--- config.mk ---
export PLATFORM = sky130hd
export DESIGN_NAME = integer_to_padded_digit_string_unit_flat
export DESIGN_NICKNAME = d
export VERILOG_FILES = /design/src/sv/itpd_pkg.sv /design/src/sv/itpd_if.sv /design/src/sv/itpd_ctrl.sv /design/src/sv/itpd_datapath.sv /design/src/sv/integer_to_padded_digit_string_unit.sv /design/src/flat_wrapper.sv
export VERILOG_INCLUDE_DIRS = /design/src /design/src/sv
export SDC_FILE = /design/constraint.sdc
export NUM_CORES = 1
export LEC_CHECK = 0
export BUFFER_PORTS_ARGS = -buffer_cell sky130_fd_sc_hd__buf_4
export CAP_MARGIN = 25
export CORE_MARGIN = 2
export CORE_UTILIZATION = 55
export CTS_CLUSTER_DIAMETER = 50
export DETAILED_ROUTE_END_ITERATION = 8
export HOLD_SLACK_MARGIN = 0.1
export PLACE_DENSITY = 0.83
export SLEW_MARGIN = 10
export SYNTH_ARGS = -nofsm -noshare
export SYNTH_HDL_FRONTEND = slang
export SYNTH_SLANG_ARGS = --single-unit
--- constraint.sdc ---
create_clock -name i_clk -period 3.9 [get_ports i_clk]
set_input_delay 0.39 -clock i_clk [delete_from_list [all_inputs] [get_ports i_clk]]
set_output_delay 0.39 -clock i_clk [all_outputs]
set_load 0.02 [all_outputs]
--- src/sv/integer_to_padded_digit_string_unit_defines.svh ---
// assertion macros for the integer to padded digit string unit
// used by the modules that carry concurrent assertions; no other dependencies
`ifndef INTEGER_TO_PADDED_DIGIT_STRING_UNIT_DEFINES_SVH
`define INTEGER_TO_PADDED_DIGIT_STRING_UNIT_DEFINES_SVH

// same-cycle implication, disabled during reset
`define ITPD_ASSERT_IMP(lbl, clk, rst_n, ante, cons) \
    lbl: assert property (@(posedge clk) disable iff (!rst_n) (ante) |-> (cons)) \
        else $error("itpd assertion failed");

// next-cycle implication, disabled during reset
`define ITPD_ASSERT_NEXT(lbl, clk, rst_n, ante, cons) \
    lbl: assert property (@(posedge clk) disable iff (!rst_n) (ante) |=> (cons)) \
        else $error("itpd assertion failed");

`endif

--- src/sv/itpd_pkg.sv ---
// shared types and constants of the integer to padded digit string unit
// no dependencies; imported by the input interface and all modules
package itpd_pkg;

    // input magnitude and digit store geometry
    localparam int BIN_BITS   = 32;
    localparam int NUM_DIGITS = 10;
    localparam int HEX_DIGITS = 8;
    localparam int DIG_W      = 4;
    localparam int IDX_W      = $clog2(NUM_DIGITS);
    localparam int BITCNT_W   = $clog2(BIN_BITS);
    localparam int PADW_W     = 6;

    // character codes
    localparam logic [7:0] C_CHAR_ZERO  = 8'h30;
    localparam logic [7:0] C_CHAR_SEVEN = 8'h37;
    localparam logic [7:0] C_CHAR_M     = 8'h4D;
    localparam logic [7:0] C_PAD_BYTE   = 8'hFF;

    // controller states
    typedef enum logic [2:0] {
        ST_IDLE,
        ST_CONV,
        ST_COUNT,
        ST_PAD,
        ST_SIGN,
        ST_DIGIT
    } t_state;

    // commands from controller to datapath
    typedef struct packed {
        logic load;
        logic conv_step;
        logic count;
        logic emit_pad;
        logic emit_sign;
        logic emit_digit;
    } t_itpd_cmd;

    // status from datapath to controller
    typedef struct packed {
        logic hex;
        logic neg;
        logic conv_last;
        logic pads_zero;
        logic dig_last;
        logic out_free;
    } t_itpd_sts;

endpackage

--- src/sv/itpd_if.sv ---
// valid/ready channel interfaces for number input and character output
// depends on itpd_pkg
interface itpd_in_if;
    import itpd_pkg::*;

    logic                     valid;
    logic                     ready;
    logic signed [BIN_BITS-1:0] value;
    logic                     base_is_hex;
    logic [PADW_W-1:0]        pad_width;
    logic                     zero_pad;

    modport source (output valid, output value, output base_is_hex,
                    output pad_width, output zero_pad, input ready);
    modport sink   (input valid, input value, input base_is_hex,
                    input pad_width, input zero_pad, output ready);
endinterface

interface itpd_out_if;
    logic       valid;
    logic       ready;
    logic [7:0] character;
    logic       last_char;

    modport source (output valid, output character, output last_char, input ready);
    modport sink   (input valid, input character, input last_char, output ready);
endinterface

--- src/sv/itpd_ctrl.sv ---
// controller state machine: sequences load, conversion, layout and emission
// depends on itpd_pkg
module itpd_ctrl (
    input  logic                  i_clk,
    input  logic                  i_rst_n,
    input  logic                  i_in_valid,
    input  itpd_pkg::t_itpd_sts   i_sts,
    output logic                  o_in_ready,
    output itpd_pkg::t_itpd_cmd   o_cmd
);
    import itpd_pkg::*;

    t_state r_state;
    t_state n_state;

    // state register
    always_ff @(posedge i_clk) begin
        if (!i_rst_n) begin
            r_state <= ST_IDLE;
        end else begin
            r_state <= n_state;
        end
    end

    // next state
    always_comb begin
        n_state = r_state;
        case (r_state)
            ST_IDLE: begin
                if (i_in_valid) n_state = ST_CONV;
            end
            ST_CONV: begin
                if (i_sts.hex || i_sts.conv_last) n_state = ST_COUNT;
            end
            ST_COUNT: begin
                n_state = ST_PAD;
            end
            ST_PAD: begin
                if (i_sts.pads_zero) n_state = i_sts.neg ? ST_SIGN : ST_DIGIT;
            end
            ST_SIGN: begin
                if (i_sts.out_free) n_state = ST_DIGIT;
            end
            ST_DIGIT: begin
                if (i_sts.out_free && i_sts.dig_last) n_state = ST_IDLE;
            end
            default: begin
                n_state = ST_IDLE;
            end
        endcase
    end

    // command outputs
    always_comb begin
        o_cmd      = '0;
        o_in_ready = 1'b0;
        case (r_state)
            ST_IDLE: begin
                o_in_ready = 1'b1;
                o_cmd.load = i_in_valid;
            end
            ST_CONV: begin
                o_cmd.conv_step = !i_sts.hex;
            end
            ST_COUNT: begin
                o_cmd.count = 1'b1;
            end
            ST_PAD: begin
                o_cmd.emit_pad = !i_sts.pads_zero && i_sts.out_free;
            end
            ST_SIGN: begin
                o_cmd.emit_sign = i_sts.out_free;
            end
            ST_DIGIT: begin
                o_cmd.emit_digit = i_sts.out_free;
            end
            default: begin
                o_cmd = '0;
            end
        endcase
    end

endmodule

--- src/sv/itpd_datapath.sv ---
// datapath: magnitude, binary to bcd shifter, digit store, layout counters
// and the output character register; depends on itpd_pkg and the defines header
module itpd_datapath #(
    parameter int MAX_WIDTH = 32
) (
    input  logic                                i_clk,
    input  logic                                i_rst_n,
    input  itpd_pkg::t_itpd_cmd                 i_cmd,
    output itpd_pkg::t_itpd_sts                 o_sts,
    input  logic signed [itpd_pkg::BIN_BITS-1:0] i_value,
    input  logic                                i_base_is_hex,
    input  logic [itpd_pkg::PADW_W-1:0]         i_pad_width,
    input  logic                                i_zero_pad,
    output logic                                o_out_valid,
    input  logic                                i_out_ready,
    output logic [7:0]                          o_character,
    output logic                                o_last_char
);
    import itpd_pkg::*;
    `include "integer_to_padded_digit_string_unit_defines.svh"

    localparam int W_CNT = $clog2(MAX_WIDTH + 1);

    logic [BIN_BITS-1:0] r_mag;
    logic [DIG_W-1:0]    r_digits [NUM_DIGITS];
    logic [BITCNT_W-1:0] r_bitcnt;
    logic                r_hex;
    logic                r_neg;
    logic                r_zero_pad;
    logic [W_CNT-1:0]    r_width;
    logic [W_CNT-1:0]    r_pads;
    logic [IDX_W-1:0]    r_dig_idx;
    logic                r_out_valid;
    logic [7:0]          r_out_char;
    logic                r_out_last;

    logic [BIN_BITS-1:0] w_mag_in;
    logic [DIG_W-1:0]    w_adj [NUM_DIGITS];
    logic [DIG_W-1:0]    w_shift [NUM_DIGITS];
    logic [IDX_W-1:0]    w_top;
    logic [W_CNT-1:0]    w_used;
    logic [DIG_W-1:0]    w_cur_dig;
    logic [7:0]          w_dig_char;
    logic                w_out_free;

    // magnitude of the two's complement input
    assign w_mag_in = i_value[BIN_BITS-1] ? (~i_value + BIN_BITS'(1)) : i_value;

    // one shift-add-3 step over all bcd digits
    always_comb begin
        for (int k = 0; k < NUM_DIGITS; k++) begin
            w_adj[k] = (r_digits[k] >= DIG_W'(5)) ? (r_digits[k] + DIG_W'(3)) : r_digits[k];
        end
        w_shift[0] = {w_adj[0][DIG_W-2:0], r_mag[BIN_BITS-1]};
        for (int k = 1; k < NUM_DIGITS; k++) begin
            w_shift[k] = {w_adj[k][DIG_W-2:0], w_adj[k-1][DIG_W-1]};
        end
    end

    // index of the highest nonzero digit, zero when all digits are zero
    always_comb begin
        w_top = '0;
        for (int k = 1; k < NUM_DIGITS; k++) begin
            if (r_digits[k] != '0) w_top = IDX_W'(k);
        end
        w_used = W_CNT'(w_top) + W_CNT'(1) + W_CNT'(r_neg);
    end

    // current digit as ascii, uppercase hex
    assign w_cur_dig  = r_digits[r_dig_idx];
    assign w_dig_char = (w_cur_dig < DIG_W'(10)) ? (C_CHAR_ZERO + 8'(w_cur_dig))
                                                 : (C_CHAR_SEVEN + 8'(w_cur_dig));

    assign w_out_free = !r_out_valid || i_out_ready;

    // load, conversion and layout registers
    always_ff @(posedge i_clk) begin
        if (i_cmd.load) begin
            r_hex      <= i_base_is_hex;
            r_neg      <= i_value[BIN_BITS-1];
            r_zero_pad <= i_zero_pad;
            r_mag      <= w_mag_in;
            r_bitcnt   <= '0;
            r_width    <= (i_pad_width > PADW_W'(MAX_WIDTH)) ? W_CNT'(MAX_WIDTH)
                                                             : W_CNT'(i_pad_width);
            for (int k = 0; k < NUM_DIGITS; k++) begin
                if (i_base_is_hex && (k < HEX_DIGITS)) begin
                    r_digits[k] <= w_mag_in[k*DIG_W +: DIG_W];
                end else begin
                    r_digits[k] <= '0;
                end
            end
        end else if (i_cmd.conv_step) begin
            r_mag    <= {r_mag[BIN_BITS-2:0], 1'b0};
            r_bitcnt <= r_bitcnt + BITCNT_W'(1);
            for (int k = 0; k < NUM_DIGITS; k++) begin
                r_digits[k] <= w_shift[k];
            end
        end
        if (i_cmd.count) begin
            r_dig_idx <= w_top;
            r_pads    <= (r_width > w_used) ? (r_width - w_used) : '0;
        end else begin
            if (i_cmd.emit_pad)   r_pads    <= r_pads - W_CNT'(1);
            if (i_cmd.emit_digit) r_dig_idx <= r_dig_idx - IDX_W'(1);
        end
    end

    // output character register
    always_ff @(posedge i_clk) begin
        if (!i_rst_n) begin
            r_out_valid <= 1'b0;
        end else if (i_cmd.emit_pad || i_cmd.emit_sign || i_cmd.emit_digit) begin
            r_out_valid <= 1'b1;
        end else if (i_out_ready) begin
            r_out_valid <= 1'b0;
        end
        if (i_cmd.emit_pad) begin
            r_out_char <= r_zero_pad ? C_CHAR_ZERO : C_PAD_BYTE;
            r_out_last <= 1'b0;
        end else if (i_cmd.emit_sign) begin
            r_out_char <= C_CHAR_M;
            r_out_last <= 1'b0;
        end else if (i_cmd.emit_digit) begin
            r_out_char <= w_dig_char;
            r_out_last <= (r_dig_idx == '0);
        end
    end

    // status to controller
    assign o_sts.hex       = r_hex;
    assign o_sts.neg       = r_neg;
    assign o_sts.conv_last = (r_bitcnt == BITCNT_W'(BIN_BITS - 1));
    assign o_sts.pads_zero = (r_pads == '0);
    assign o_sts.dig_last  = (r_dig_idx == '0);
    assign o_sts.out_free  = w_out_free;

    assign o_out_valid = r_out_valid;
    assign o_character = r_out_char;
    assign o_last_char = r_out_last;

    // checks
    `ITPD_ASSERT_IMP(a_emit_needs_room, i_clk, i_rst_n,
        i_cmd.emit_pad || i_cmd.emit_sign || i_cmd.emit_digit, w_out_free)
    `ITPD_ASSERT_NEXT(a_last_on_final_digit, i_clk, i_rst_n,
        i_cmd.emit_digit && (r_dig_idx == '0), r_out_valid && r_out_last)
    `ITPD_ASSERT_NEXT(a_hex_digit_range, i_clk, i_rst_n,
        i_cmd.count && r_hex, r_dig_idx < IDX_W'(HEX_DIGITS))

endmodule

--- src/sv/integer_to_padded_digit_string_unit.sv ---
// Formats one signed 32-bit number per input beat as a left-padded ASCII string, one
// character per output beat with last_char on the final one. A new number is taken only
// when the unit is idle; the last character of the previous number may still wait in the
// output register. Decimal numbers pass a load step, the shift-add-3 binary to bcd
// converter (one input bit a cycle), a layout step, then the pad, sign and digit
// characters, each emitted only when the output register is free. Hex numbers pass the
// converter state without shifting. Pad width above MAX_WIDTH is saturated to MAX_WIDTH.
// depends on itpd_pkg, itpd_if, itpd_ctrl and itpd_datapath
module integer_to_padded_digit_string_unit #(
    parameter int MAX_WIDTH = 32
) (
    input  logic       i_clk,
    input  logic       i_rst_n,
    itpd_in_if.sink    i_in,
    itpd_out_if.source o_out
);
    import itpd_pkg::*;

    t_itpd_cmd w_cmd;
    t_itpd_sts w_sts;
    logic      w_in_ready;

    // controller
    itpd_ctrl u_ctrl (
        .i_clk      (i_clk),
        .i_rst_n    (i_rst_n),
        .i_in_valid (i_in.valid),
        .i_sts      (w_sts),
        .o_in_ready (w_in_ready),
        .o_cmd      (w_cmd)
    );

    // datapath
    itpd_datapath #(
        .MAX_WIDTH (MAX_WIDTH)
    ) u_datapath (
        .i_clk         (i_clk),
        .i_rst_n       (i_rst_n),
        .i_cmd         (w_cmd),
        .o_sts         (w_sts),
        .i_value       (i_in.value),
        .i_base_is_hex (i_in.base_is_hex),
        .i_pad_width   (i_in.pad_width),
        .i_zero_pad    (i_in.zero_pad),
        .o_out_valid   (o_out.valid),
        .i_out_ready   (o_out.ready),
        .o_character   (o_out.character),
        .o_last_char   (o_out.last_char)
    );

    assign i_in.ready = w_in_ready;

endmodule
--- src/flat_wrapper.sv ---
// flat-port wrapper written by rule: the top's interface ports become plain ports
module integer_to_padded_digit_string_unit_flat import itpd_pkg::*;
#(
    parameter int MAX_WIDTH = 32
)
  (i_clk, i_rst_n, i_in_valid, i_in_value, i_in_base_is_hex, i_in_pad_width, i_in_zero_pad, i_in_ready, o_out_valid, o_out_character, o_out_last_char, o_out_ready);
  itpd_in_if i_in_i ();
  itpd_out_if o_out_i ();
  input  logic i_clk;
  input  logic i_rst_n;
  input wire logic [$bits(i_in_i.valid)-1:0] i_in_valid;
  input wire logic [$bits(i_in_i.value)-1:0] i_in_value;
  input wire logic [$bits(i_in_i.base_is_hex)-1:0] i_in_base_is_hex;
  input wire logic [$bits(i_in_i.pad_width)-1:0] i_in_pad_width;
  input wire logic [$bits(i_in_i.zero_pad)-1:0] i_in_zero_pad;
  output wire logic [$bits(i_in_i.ready)-1:0] i_in_ready;
  output wire logic [$bits(o_out_i.valid)-1:0] o_out_valid;
  output wire logic [$bits(o_out_i.character)-1:0] o_out_character;
  output wire logic [$bits(o_out_i.last_char)-1:0] o_out_last_char;
  input wire logic [$bits(o_out_i.ready)-1:0] o_out_ready;
  assign i_in_i.valid = i_in_valid;
  assign i_in_i.value = i_in_value;
  assign i_in_i.base_is_hex = i_in_base_is_hex;
  assign i_in_i.pad_width = i_in_pad_width;
  assign i_in_i.zero_pad = i_in_zero_pad;
  assign i_in_ready = i_in_i.ready;
  assign o_out_valid = o_out_i.valid;
  assign o_out_character = o_out_i.character;
  assign o_out_last_char = o_out_i.last_char;
  assign o_out_i.ready = o_out_ready;
  integer_to_padded_digit_string_unit #(.MAX_WIDTH(MAX_WIDTH)) u_core (.i_clk(i_clk), .i_rst_n(i_rst_n), .i_in(i_in_i), .o_out(o_out_i));
endmodule
==> flow_metrics.env, run 1 <==
export IMPL_yosysMostFrequentCell="edfxtp_1"
export IMPL_crit_family="compound AO/OA/AOI/OAI gates"
export IMPL_synth_seq_cells=113
export IMPL_std_cell_rows=41
export IMPL_drv_cap=0
export IMPL_hold_path_cell_count=1
export IMPL_h_tree_depth=4
export IMPL_pre_cts_slack_ps=-304
export IMPL_ant_nets=0
export IMPL_diodes=0
export IMPL_synthTopCellsByCount="edfxtp_1 (99), nand2_1 (80), o21ai_0 (64)"
export IMPL_slew_limit_headroom_pct=29.7
export IMPL_dieArea_um2=13600
export IMPL_ios=55
export IMPL_ys_warn_count=0
export IMPL_power_share_clock_pct=34.1
export IMPL_p_total_mw=4.43
export IMPL_start_util_pct=55.9
export IMPL_yosys_area_top_type_share_pct=42.5
export IMPL_root_buffer="clkbuf_16"
export IMPL_place_congestion=0.852
export IMPL_clk_latency_ps=420
export IMPL_swShare_pct=30.1
export IMPL_cts_buffers=17
export IMPL_grt_pass1_wl_mm=26.1
export IMPL_crit_path_max_incr_delay_ps=480
export IMPL_holdPathEnd="u_core.u_datapath.r_zero_pad"
export IMPL_finalCriticalPeriod_ps=3980
export IMPL_clockBufferDepth=2
export IMPL_rsz0062_at_grt="yes"
export IMPL_path_max_fanout=2
export IMPL_cts_sinks=113
export IMPL_maxSlewViolCount=0
export IMPL_syn_avg_cell_area_um2=9.91
export IMPL_regToRegStartpoint="u_core.u_datapath.r_digits[2][1]"
export IMPL_seq_area_frac_synth_pct=46.5
export IMPL_coreArea_um2=12500
export IMPL_crit_chain="inv_2, ha_4, or3b_4, o211ai_1, a31oi_1, o21bai_1, a21oi_1, ha_2, inv_2, ha_4, fa_2, nor2b_2, o21ai_2, a21boi_2, o22a_1, or4b_4, a31oi_4"
export IMPL_outcome="finished with violations"
export IMPL_fin_crit_sh_pct=102
export IMPL_routed_via_density=5.87
export IMPL_route_detailed_drc=0
export IMPL_reg2reg_to="u_core.u_datapath.r_pads[5]"
export IMPL_nNetsFinal=869
export IMPL_clock_skew_ps=9.92
export IMPL_hold_class="in -> reg"
export IMPL_hpwlAfterDp_mm=11.7
export IMPL_port_buffer_count=54
export IMPL_synth_edf_count=99
export IMPL_power_switching_mw=1.33
export IMPL_seqPwrFrac_pct=39.5
export IMPL_avgRoutedWirePerCell_um=16.7
export IMPL_synth_largest_area_cell="edfxtp_1"
export IMPL_syn_to_final_growth_pct=21.0
export IMPL_p_int_mw=3.09
export IMPL_worst_pin_slew_ps=1040
export IMPL_dr_pass1_iters=7
export IMPL_gr_total_overflow=0
export IMPL_drt_total_wl_mm=16.2
export IMPL_worst_slack_ps=-83.1
export IMPL_crit_buf_inv=2
export IMPL_hold_start="i_in_zero_pad"
export IMPL_crit_required_ps=4170
export IMPL_combPwrFrac_pct=26.4
export IMPL_setup_violations=1
export IMPL_synth_area_leaders="edfxtp_1 (42%), ha_1 (6.3%), o21ai_0 (4.6%)"
export IMPL_synth_nets=786
export IMPL_grt_max_degree=47
export IMPL_die_w_um=117
export IMPL_cts_tree="done"
export IMPL_vias=5718
export IMPL_hold_violations=0
export IMPL_synth_top_flop_cell="edfxtp_1"
export IMPL_clkSlewWorstSetupHoldPaths_ps=50
export IMPL_r2r_setup_slack_ps=-80
export IMPL_ys_types=59
export IMPL_timing_fmax_mhz=251
export IMPL_power_density_nw_per_um2=523
export IMPL_holdBufCountCts=0
export IMPL_grt_pass1_vias=5572
export IMPL_postSynthCellCount=706
export IMPL_first_iter_violations=422
export IMPL_endpoint_kind="flop"
export IMPL_worstSetupStartpointType="flop"
export IMPL_ir_drop_mv=0.316
export IMPL_violations="negative setup slack"
export IMPL_grt_use_total_pct=25.0
export IMPL_r2r_worst_path_cells=17
export IMPL_p_leak_nw=3.33
export IMPL_arrival_ps=4250
export IMPL_die_y_um=117
export IMPL_cp_slowest_cell="or4b_4"
export IMPL_synth_area_um2=7000
export IMPL_synthArstFlopShare_pct=0
export IMPL_drive_above_1_share_pct=20.3
export IMPL_worst_setup_path_type="reg -> reg"
export IMPL_antenna_found_initial=0
[cells in the final DEF (no fill, tap or decap), types with 6 or more instances in the layout]
cell type  netlist  final
buf_4            1     92
o31ai_1          8      8
nand2b_1        13     13
clkbuf_16        0     17
xnor2_1         23     23
nor3_1           7      7
nor3b_1         19     18
o22ai_1         35     35
dfxtp_1         14     14
edfxtp_1        99     99
o21ai_0         64     62
a21oi_1         57     56
clkinv_2         0      6
ha_1            35     31
nor2b_1         15     14
nand3_1          8      8
nand2_1         80     79
mux2i_1         14     14
inv_1           41     37
xor2_1          29     29
nor2_1          49     49
[through the flow]
stage	util, %	hold slack, ps	cells	instance area (um2)	TNS (ps)
after CTS	67.1	142	970	8390	0
after global routing	67.6	145	974	8470	-417
after global placement	61.9	448	934	7750	-43.0
final	67.6	153	974	8470	-83.1
after floorplan	-	440	706	7010	0
after detailed placement	61.9	461	934	7750	-465
[kinds of logic (layout without fill, tap and decap cells)]
group                      after synthesis  count (layout)  synth area share (%)
xor gates and xnor gates                52              52                  6.51
and+or+nand+nor                        216             216                  15.7
DFF                                    113             113                  46.5
other                                    1               1                0.0536
adders and majority gates               36              36                  6.54
buffers and inverters                   69             165                  3.79
muxes                                   24              24                  4.42
AOI/OAI and AO/OA                      195             195                  16.5
[power by group through the flow]
stage / Clock (mW) / Sequential [mW] / Combinational, mW
floorplan: 0 / 1.72 / 0.781
global placement: 0 / 1.75 / 1.04
detailed placement: 0 / 1.76 / 1.10
CTS: 1.53 / 1.74 / 1.13
global route: 1.58 / 1.77 / 1.30
finish: 1.51 / 1.75 / 1.17
[registers in the layout, indices dropped and copies added (netlist names), 3 cells and up, named ones only]
| signal | cells |
|---|---|
| u_core.u_datapath.r_dig_idx | 4 |
| u_core.u_datapath.r_digits | 40 |
| u_core.u_datapath.r_pads | 6 |
| u_core.u_datapath.r_bitcnt | 5 |
| u_core.u_datapath.r_width | 6 |
| u_core.u_ctrl.r_state | 3 |
| u_core.u_datapath.o_character | 8 |
| u_core.u_datapath.r_mag | 32 |
[how the worst max path moves through the flow]
stage / startpoint / endpoint / slack (ps) / cells after the start
2_1_floorplan: u_core.u_datapath.r_digits[2][0] / u_core.u_datapath.r_pads[5] / 30 / 18
3_3_place_gp: u_core.u_datapath.r_digits[2][0] / u_core.u_datapath.r_pads[5] / -40 / 18
3_5_place_dp: u_core.u_datapath.r_digits[2][0] / u_core.u_datapath.r_pads[5] / -300 / 17
4_1_cts: u_core.u_datapath.r_digits[2][0] / u_core.u_datapath.r_pads[5] / 30 / 17
5_1_grt: u_core.u_datapath.r_digits[1][1] / u_core.u_datapath.r_pads[5] / -190 / 18
6_report: u_core.u_datapath.r_digits[2][1] / u_core.u_datapath.r_pads[5] / -80 / 17
[final cells by class]
| type | instances | area [um2] |
|---|---|---|
| sequential | 113 | 3250 |
| clock buffer | 18 | 429 |
| multi-input combinational | 524 | 3580 |
| clock inverter | 14 | 146 |
| fill | 967 | 4050 |
| timing repair buffer | 92 | 691 |
| tap | 172 | 215 |
| inverter | 41 | 154 |
[what timing repair did]
item / in CTS / in global routing
endpoints found under the setup margin: 6 / 3
gates cloned: 0 / 0
pin swaps: 7 / 12
setup buffers: 4 / 4
resized for setup: 12 / 8
[metal layers]
metal | GRT usage [%] | vias to the layer above | wire length [um]
met5 | 0 | - | 0
met1 | 29.7 | 2753 | 6710
met2 | 43.6 | 189 | 8290
met4 | 11.3 | 0 | 493
met3 | 5.46 | 33 | 742
li1 | - | 2743 | -
Power figures use the tool's default switching activity.
==> run 2: changes to the inputs <==
--- a/config.mk
+++ b/config.mk
@@ -13,7 +13,7 @@
 export CTS_CLUSTER_DIAMETER = 50
 export DETAILED_ROUTE_END_ITERATION = 8
 export HOLD_SLACK_MARGIN = 0.1
-export PLACE_DENSITY = 0.83
+export PLACE_DENSITY = 0.74
 export SLEW_MARGIN = 10
 export SYNTH_ARGS = -nofsm -noshare
 export SYNTH_HDL_FRONTEND = slang
==> run 2 against run 1 <==
The flow still finishes with violations (negative setup slack). Count of clock-buffer cells in the layout up 7. Non-clock buffer count down 1. First-iteration DRC count down 19%. Critical path type unchanged. Critical endpoint unchanged.
==> flow_metrics.env, run 2 (synthesis results as in run 1) <==
export IMPL_port_buffer_count=54
export IMPL_final_cell_count_no_fill=973
export IMPL_violations="negative setup slack"
export IMPL_dieArea_um2=13600
export IMPL_clk_latency_ps=420
export IMPL_std_cell_rows=41
export IMPL_hold_violations=0
export IMPL_diodes=0
export IMPL_top_register="u_core.u_datapath.r_digits"
export IMPL_crit_chain="inv_2, ha_4, or3b_4, o211ai_1, a31oi_1, o21bai_1, a21oi_1, ha_1, inv_1, ha_2, fa_2, nor2b_1, o21ai_1, a21boi_1, o22a_1, or4b_4, a31oi_1"
export IMPL_p_int_mw=2.97
export IMPL_finalCriticalPeriod_ps=3910
export IMPL_p_leak_nw=3.32
export IMPL_arrival_ps=4180
export IMPL_slew_limit_headroom_pct=47.6
export IMPL_final_common_cell="edfxtp_1"
export IMPL_avgRoutedWirePerCell_um=16.2
export IMPL_route_detailed_drc=0
export IMPL_crit_end="u_core.u_datapath.r_pads[5]"
export IMPL_drive_above_1_share_pct=19.5
export IMPL_setup_violations=1
export IMPL_root_buffer="clkbuf_16"
export IMPL_die_w_um=117
export IMPL_cp_common_cell="a31oi_1"
export IMPL_timing_fmax_mhz=256
export IMPL_hpwlAfterDp_mm=11.5
export IMPL_dpl_instance_area_um2=7760
export IMPL_grt_pass1_wl_mm=25.7
export IMPL_nNetsFinal=868
export IMPL_power_switching_mw=1.30
export IMPL_reg2reg_to="u_core.u_datapath.r_pads[5]"
export IMPL_cp_startpoint="u_core.u_datapath.r_digits[2][1]"
export IMPL_first_iter_violations=340
export IMPL_cp_slowest_cell="or4b_4"
export IMPL_drt_total_wl_mm=15.7
export IMPL_worst_pin_slew_ps=776
export IMPL_ir_drop_mv=0.311
export IMPL_cts_sinks=113
export IMPL_maxSlewViolCount=0
export IMPL_r2r_worst_path_cells=17
export IMPL_h_tree_depth=4
export IMPL_antenna_found_initial=0
export IMPL_crit_buf_inv=2
export IMPL_regToRegStartpoint="u_core.u_datapath.r_digits[2][1]"
export IMPL_post_route_cell_area_um2=8400
export IMPL_outcome="finished with violations"
export IMPL_ant_nets=0
export IMPL_gr_total_overflow=0
export IMPL_crit_path_max_incr_delay_ps=460
export IMPL_cts_buffers=17
export IMPL_dpl_cell_count=936
export IMPL_grt_use_total_pct=24.4
export IMPL_ios=55
export IMPL_worst_slack_ps=-7.46
export IMPL_clkSlewWorstSetupHoldPaths_ps=50
export IMPL_endpoint_kind="flop"
export IMPL_power_density_nw_per_um2=509
export IMPL_drv_cap=0
export IMPL_path_max_fanout=2
export IMPL_clock_skew_ps=12.3
export IMPL_grt_pass1_vias=5433
export IMPL_rsz0062_at_grt="yes"
export IMPL_worst_setup_path_type="reg -> reg"
export IMPL_p_total_mw=4.27
export IMPL_largest_register_ffs=40
export IMPL_coreArea_um2=12500
export IMPL_crit_family="compound AO/OA/AOI/OAI gates"
export IMPL_swShare_pct=30.5
export IMPL_combPwrFrac_pct=27.0
export IMPL_crit_cells=17
export IMPL_r2r_setup_slack_ps=-7
export IMPL_seqPwrFrac_pct=40.9
export IMPL_start_util_pct=55.9
export IMPL_place_congestion=0.831
export IMPL_holdBufCountCts=0
export IMPL_final_cell_mix="edfxtp_1 (99), buf_4 (90), nand2_1 (79), o21ai_0 (62), a21oi_1 (57)"
export IMPL_routed_via_density=5.73
export IMPL_hold_class="in -> reg"
export IMPL_dr_pass1_iters=5
export IMPL_cts_tree="done"
export IMPL_crit_required_ps=4170
export IMPL_worstSetupStartpointType="flop"
export IMPL_vias=5576
export IMPL_die_y_um=117
export IMPL_power_share_clock_pct=32.1
export IMPL_syn_to_final_growth_pct=20.0
export IMPL_fin_crit_sh_pct=100
export IMPL_grt_max_degree=47
export IMPL_clockBufferDepth=2
==> run 2: cell count changes in the layout (fill, tap and decap cells not counted), sizes merged <==
cell / before / now
clkinvlp: 2 / 0
clkbuf: 18 / 25
clkinv: 9 / 7
bufinv: 3 / 0
buf: 92 / 91
==> run 2: through the flow <==
stage | setup WS, ps | util, % | setup TNS, ps | hold WS [ps]
floorplan | 33.0 | - | 0 | 440
global placement | -39.5 | 62.0 | -39.5 | 448
detailed placement | -300 | 62.0 | -584 | 486
CTS | -37.1 | 66.5 | -37.1 | 146
global route | -208 | 67.1 | -529 | 149
finish | -7.46 | 67.1 | -7.46 | 154
==> run 2: cell type report <==
| cell class | count | area, um2 |
|---|---|---|
| clock buffer | 25 | 495 |
| clock inverter | 7 | 33.8 |
| fill | 1000 | 4120 |
| inverter | 41 | 154 |
| multi-input combinational | 524 | 3570 |
| sequential | 113 | 3250 |
| tap | 172 | 215 |
| timing repair buffer | 91 | 679 |
==> run 2: power groups by stage <==
stage               logic (mW)  registers (mW)  clock network, mW
finish                    1.15            1.75               1.37
detailed placement        1.11            1.76                  0
global route              1.29            1.77               1.44
CTS                       1.13            1.74               1.39
floorplan                0.781            1.72                  0
global placement          1.06            1.75                  0
==> run 2: worst min-delay path by stage <==
stage,start,end,slack (ps),cells after the start
6_report,i_in_zero_pad,u_core.u_datapath.r_zero_pad,150,1
5_1_grt,i_in_zero_pad,u_core.u_datapath.r_zero_pad,150,1
4_1_cts,i_in_zero_pad,u_core.u_datapath.r_zero_pad,150,1
3_5_place_dp,u_core.u_datapath.r_bitcnt[4],u_core.u_datapath.r_bitcnt[4],490,2
3_3_place_gp,u_core.u_datapath.r_bitcnt[4],u_core.u_datapath.r_bitcnt[4],450,2
2_1_floorplan,u_core.u_datapath.r_bitcnt[4],u_core.u_datapath.r_bitcnt[4],440,2
==> run 2: repair_timing <==
action	CTS	global route
endpoints found under the setup margin	6	6
gates resized for setup	5	11
pin swaps	5	14
setup buffers	2	3
==> run 2: routing by layer <==
| layer | routed length (um) | share of wire (%) | GRT usage (%) | up-vias |
|---|---|---|---|---|
| met2 | 7860 | 50 | 42.0 | 151 |
| met5 | 0 | 0 | 0 | - |
| met4 | 322 | 2.0 | 9.33 | 0 |
| li1 | - | - | - | 2739 |
| met3 | 825 | 5.3 | 4.63 | 26 |
| met1 | 6700 | 43 | 30.6 | 2660 |
==> run 2: worst register-to-register path: cells and delay by family, from the launching register on <==
kind / cells / cell delay [ps]
compound gates: 8 / 1210
fa+ha+maj: 4 / 1000
simple gates: 3 / 970
flops: 1 / 410
buf+inv: 2 / 160
==> run 3: changes to the inputs <==
--- a/config.mk
+++ b/config.mk
@@ -13,7 +13,7 @@
 export CTS_CLUSTER_DIAMETER = 50
 export DETAILED_ROUTE_END_ITERATION = 8
 export HOLD_SLACK_MARGIN = 0.1
-export PLACE_DENSITY = 0.74
+export PLACE_DENSITY = 0.71
 export SLEW_MARGIN = 10
 export SYNTH_ARGS = -nofsm -noshare
 export SYNTH_HDL_FRONTEND = slang
==> constraint.sdc (replaced) <==
create_clock -name i_clk -period 4.7 [get_ports i_clk]
set_input_delay 0.47 -clock i_clk [delete_from_list [all_inputs] [get_ports i_clk]]
set_output_delay 0.47 -clock i_clk [all_outputs]
set_load 0.02 [all_outputs]
==> run 3 against run 2 <==
Global-route usage fell by 0.79 points. The run now ends clean. Largest power group unchanged. First-iteration DRC count decreased by 8.8%. Clock power decreased by 4%. Die area is the same. Via count down 3.1%. Utilization shrank 1.8 points. Clock skew is 6.9 ps lower.
==> flow_metrics.env, run 3 (synthesis results as in run 1) <==
export IMPL_fin_util_pct=65.3
export IMPL_routed_via_density=5.73
export IMPL_die_y_um=117
export IMPL_clkSlewWorstSetupHoldPaths_ps=50
export IMPL_hpwlAfterDp_mm=11.2
export IMPL_grt_use_total_pct=23.6
export IMPL_fin_crit_sh_pct=93.4
export IMPL_slew_limit_headroom_pct=49.0
export IMPL_nNetsFinal=838
export IMPL_clockBufferDepth=2
export IMPL_outcome="completed"
export IMPL_worst_slack_ps=309
export IMPL_multiInputGateArea_um2=3490
export IMPL_port_buffer_count=54
export IMPL_ant_nets=0
export IMPL_hold_violations=0
export IMPL_start_util_pct=55.9
export IMPL_holdBufCountCts=0
export IMPL_cp_startpoint="u_core.u_datapath.r_digits[2][0]"
export IMPL_swShare_pct=29.2
export IMPL_power_switching_mw=1.06
export IMPL_first_iter_violations=310
export IMPL_path_max_fanout=4
export IMPL_root_buffer="clkbuf_16"
export IMPL_dieArea_um2=13600
export IMPL_drv_cap=0
export IMPL_drive_above_1_share_pct=15.0
export IMPL_rsz0062_at_grt="no"
export IMPL_fill_cells=1028
export IMPL_worst_setup_path_type="reg -> reg"
export IMPL_clock_skew_ps=5.44
export IMPL_diodes=0
export IMPL_ios=55
export IMPL_final_cell_mix="edfxtp_1 (99), nand2_1 (79), o21ai_0 (64), buf_4 (61), a21oi_1 (57)"
export IMPL_antenna_found_initial=0
export IMPL_p_int_mw=2.56
export IMPL_ir_drop_mv=0.235
export IMPL_combPwrFrac_pct=23.8
export IMPL_dr_pass1_iters=6
export IMPL_die_w_um=117
export IMPL_p_leak_nw=3.18
export IMPL_power_share_clock_pct=36.1
export IMPL_place_congestion=0.850
export IMPL_drt_total_wl_mm=15.1
export IMPL_grt_max_degree=65
export IMPL_top_register="u_core.u_datapath.r_digits"
export IMPL_avgRoutedWirePerCell_um=16.0
export IMPL_h_tree_depth=4
export IMPL_cts_tree="done"
export IMPL_largest_register_ffs=40
export IMPL_vias=5401
export IMPL_final_common_cell="edfxtp_1"
export IMPL_arrival_ps=4650
export IMPL_crit_required_ps=4960
export IMPL_std_cell_rows=41
export IMPL_finalCriticalPeriod_ps=4390
export IMPL_p_total_mw=3.62
export IMPL_maxSlewViolCount=0
export IMPL_hold_class="in -> reg"
export IMPL_cts_buffers=17
export IMPL_endpoint_kind="flop"
export IMPL_grt_pass1_vias=5223
export IMPL_grt_pass1_wl_mm=24.5
export IMPL_setup_tns_ps=0
export IMPL_worst_pin_slew_ps=756
export IMPL_timing_fmax_mhz=228
export IMPL_setup_violations=0
export IMPL_worstSetupStartpointType="flop"
export IMPL_clk_latency_ps=410
export IMPL_gr_total_overflow=0
export IMPL_cts_sinks=113
export IMPL_regArea_um2=3250
export IMPL_syn_to_final_growth_pct=16.8
export IMPL_route_detailed_drc=0
export IMPL_seqPwrFrac_pct=40.1
export IMPL_regToRegStartpoint="u_core.u_datapath.r_digits[2][0]"
export IMPL_hold_start="i_in_zero_pad"
export IMPL_pre_cts_slack_ps=241
export IMPL_power_density_nw_per_um2=443
export IMPL_coreArea_um2=12500
-- run 3: cell count changes in the layout (fill, tap and decap cells not counted), moves of 3 or more --
cell and change:
buf_4 -29, bufinv_16 +4, clkbuf_8 -4, clkinv_2 -3, clkinvlp_4 +3, inv_1 +3
inv_2 -3
-- run 3: final timing paths --
kind | to | slack (ps) | depth (start not counted)
setup reg to reg | u_core.u_datapath.r_pads[5] | 310 | 17
hold / removal | u_core.u_datapath.r_zero_pad | 240 | 1
setup / recovery | u_core.u_datapath.r_pads[5] | 310 | 17
hold reg to reg | u_core.u_datapath.r_bitcnt[4] | 470 | 2
-- run 3: critical path, cell delays in order, from the launching register on --
cell and delay [ps]:
edfxtp_1 430, inv_1 130, ha_1 220, or3b_2 460, o211ai_1 190, a31oi_1 110
o21bai_1 170, a21oi_1 90, ha_1 230, inv_1 60, ha_1 260, fa_1 480
nor2b_1 140, o21ai_0 110, a21boi_1 200, o22a_1 190, or4b_2 590, a31oi_1 180
-- run 3: timing repair --
item | 4_1_cts | 5_1_grt
gates resized for setup | 0 | 2
endpoints found under the hold margin | 0 | 0
setup endpoints to repair | 0 | 2
buffers inserted | 0 | 0
-- run 3: cell type report --
class | instances | area share, %
Multi-Input combinational cell | 524 | 42.7
Timing Repair Buffer | 61 | 5.60
Clock inverter | 12 | 2.02
Sequential cell | 113 | 39.8
Inverter | 41 | 1.88
Clock buffer | 20 | 5.34
Tap cell | 172 | 2.63
-- run 3: stage by stage --
step                      hold WS (ps)  area, um2  cells
after floorplan                    440       7000    706
after global placement             447       7570    911
after detailed placement           461       7570    911
after CTS                          227       8170    943
after global routing               222       8180    943
final                              237       8180    943
-- run 3: metal layers --
metal	up-vias	routed length [um]	track usage [%]	share of wire, %
met1	2520	6360	28.4	42
met4	0	497	11.7	3.3
li1	2685	-	-	-
met3	38	803	5.41	5.3
met2	158	7460	40.1	49
met5	-	0	0	0
-- run 3: power by group through the flow --
stage | registers, mW | logic, mW | clock network (mW)
after floorplan | 1.43 | 0.646 | 0
after global placement | 1.46 | 0.824 | 0
after detailed placement | 1.47 | 0.855 | 0
after CTS | 1.45 | 0.865 | 1.33
after global routing | 1.48 | 0.968 | 1.37
final | 1.45 | 0.862 | 1.31
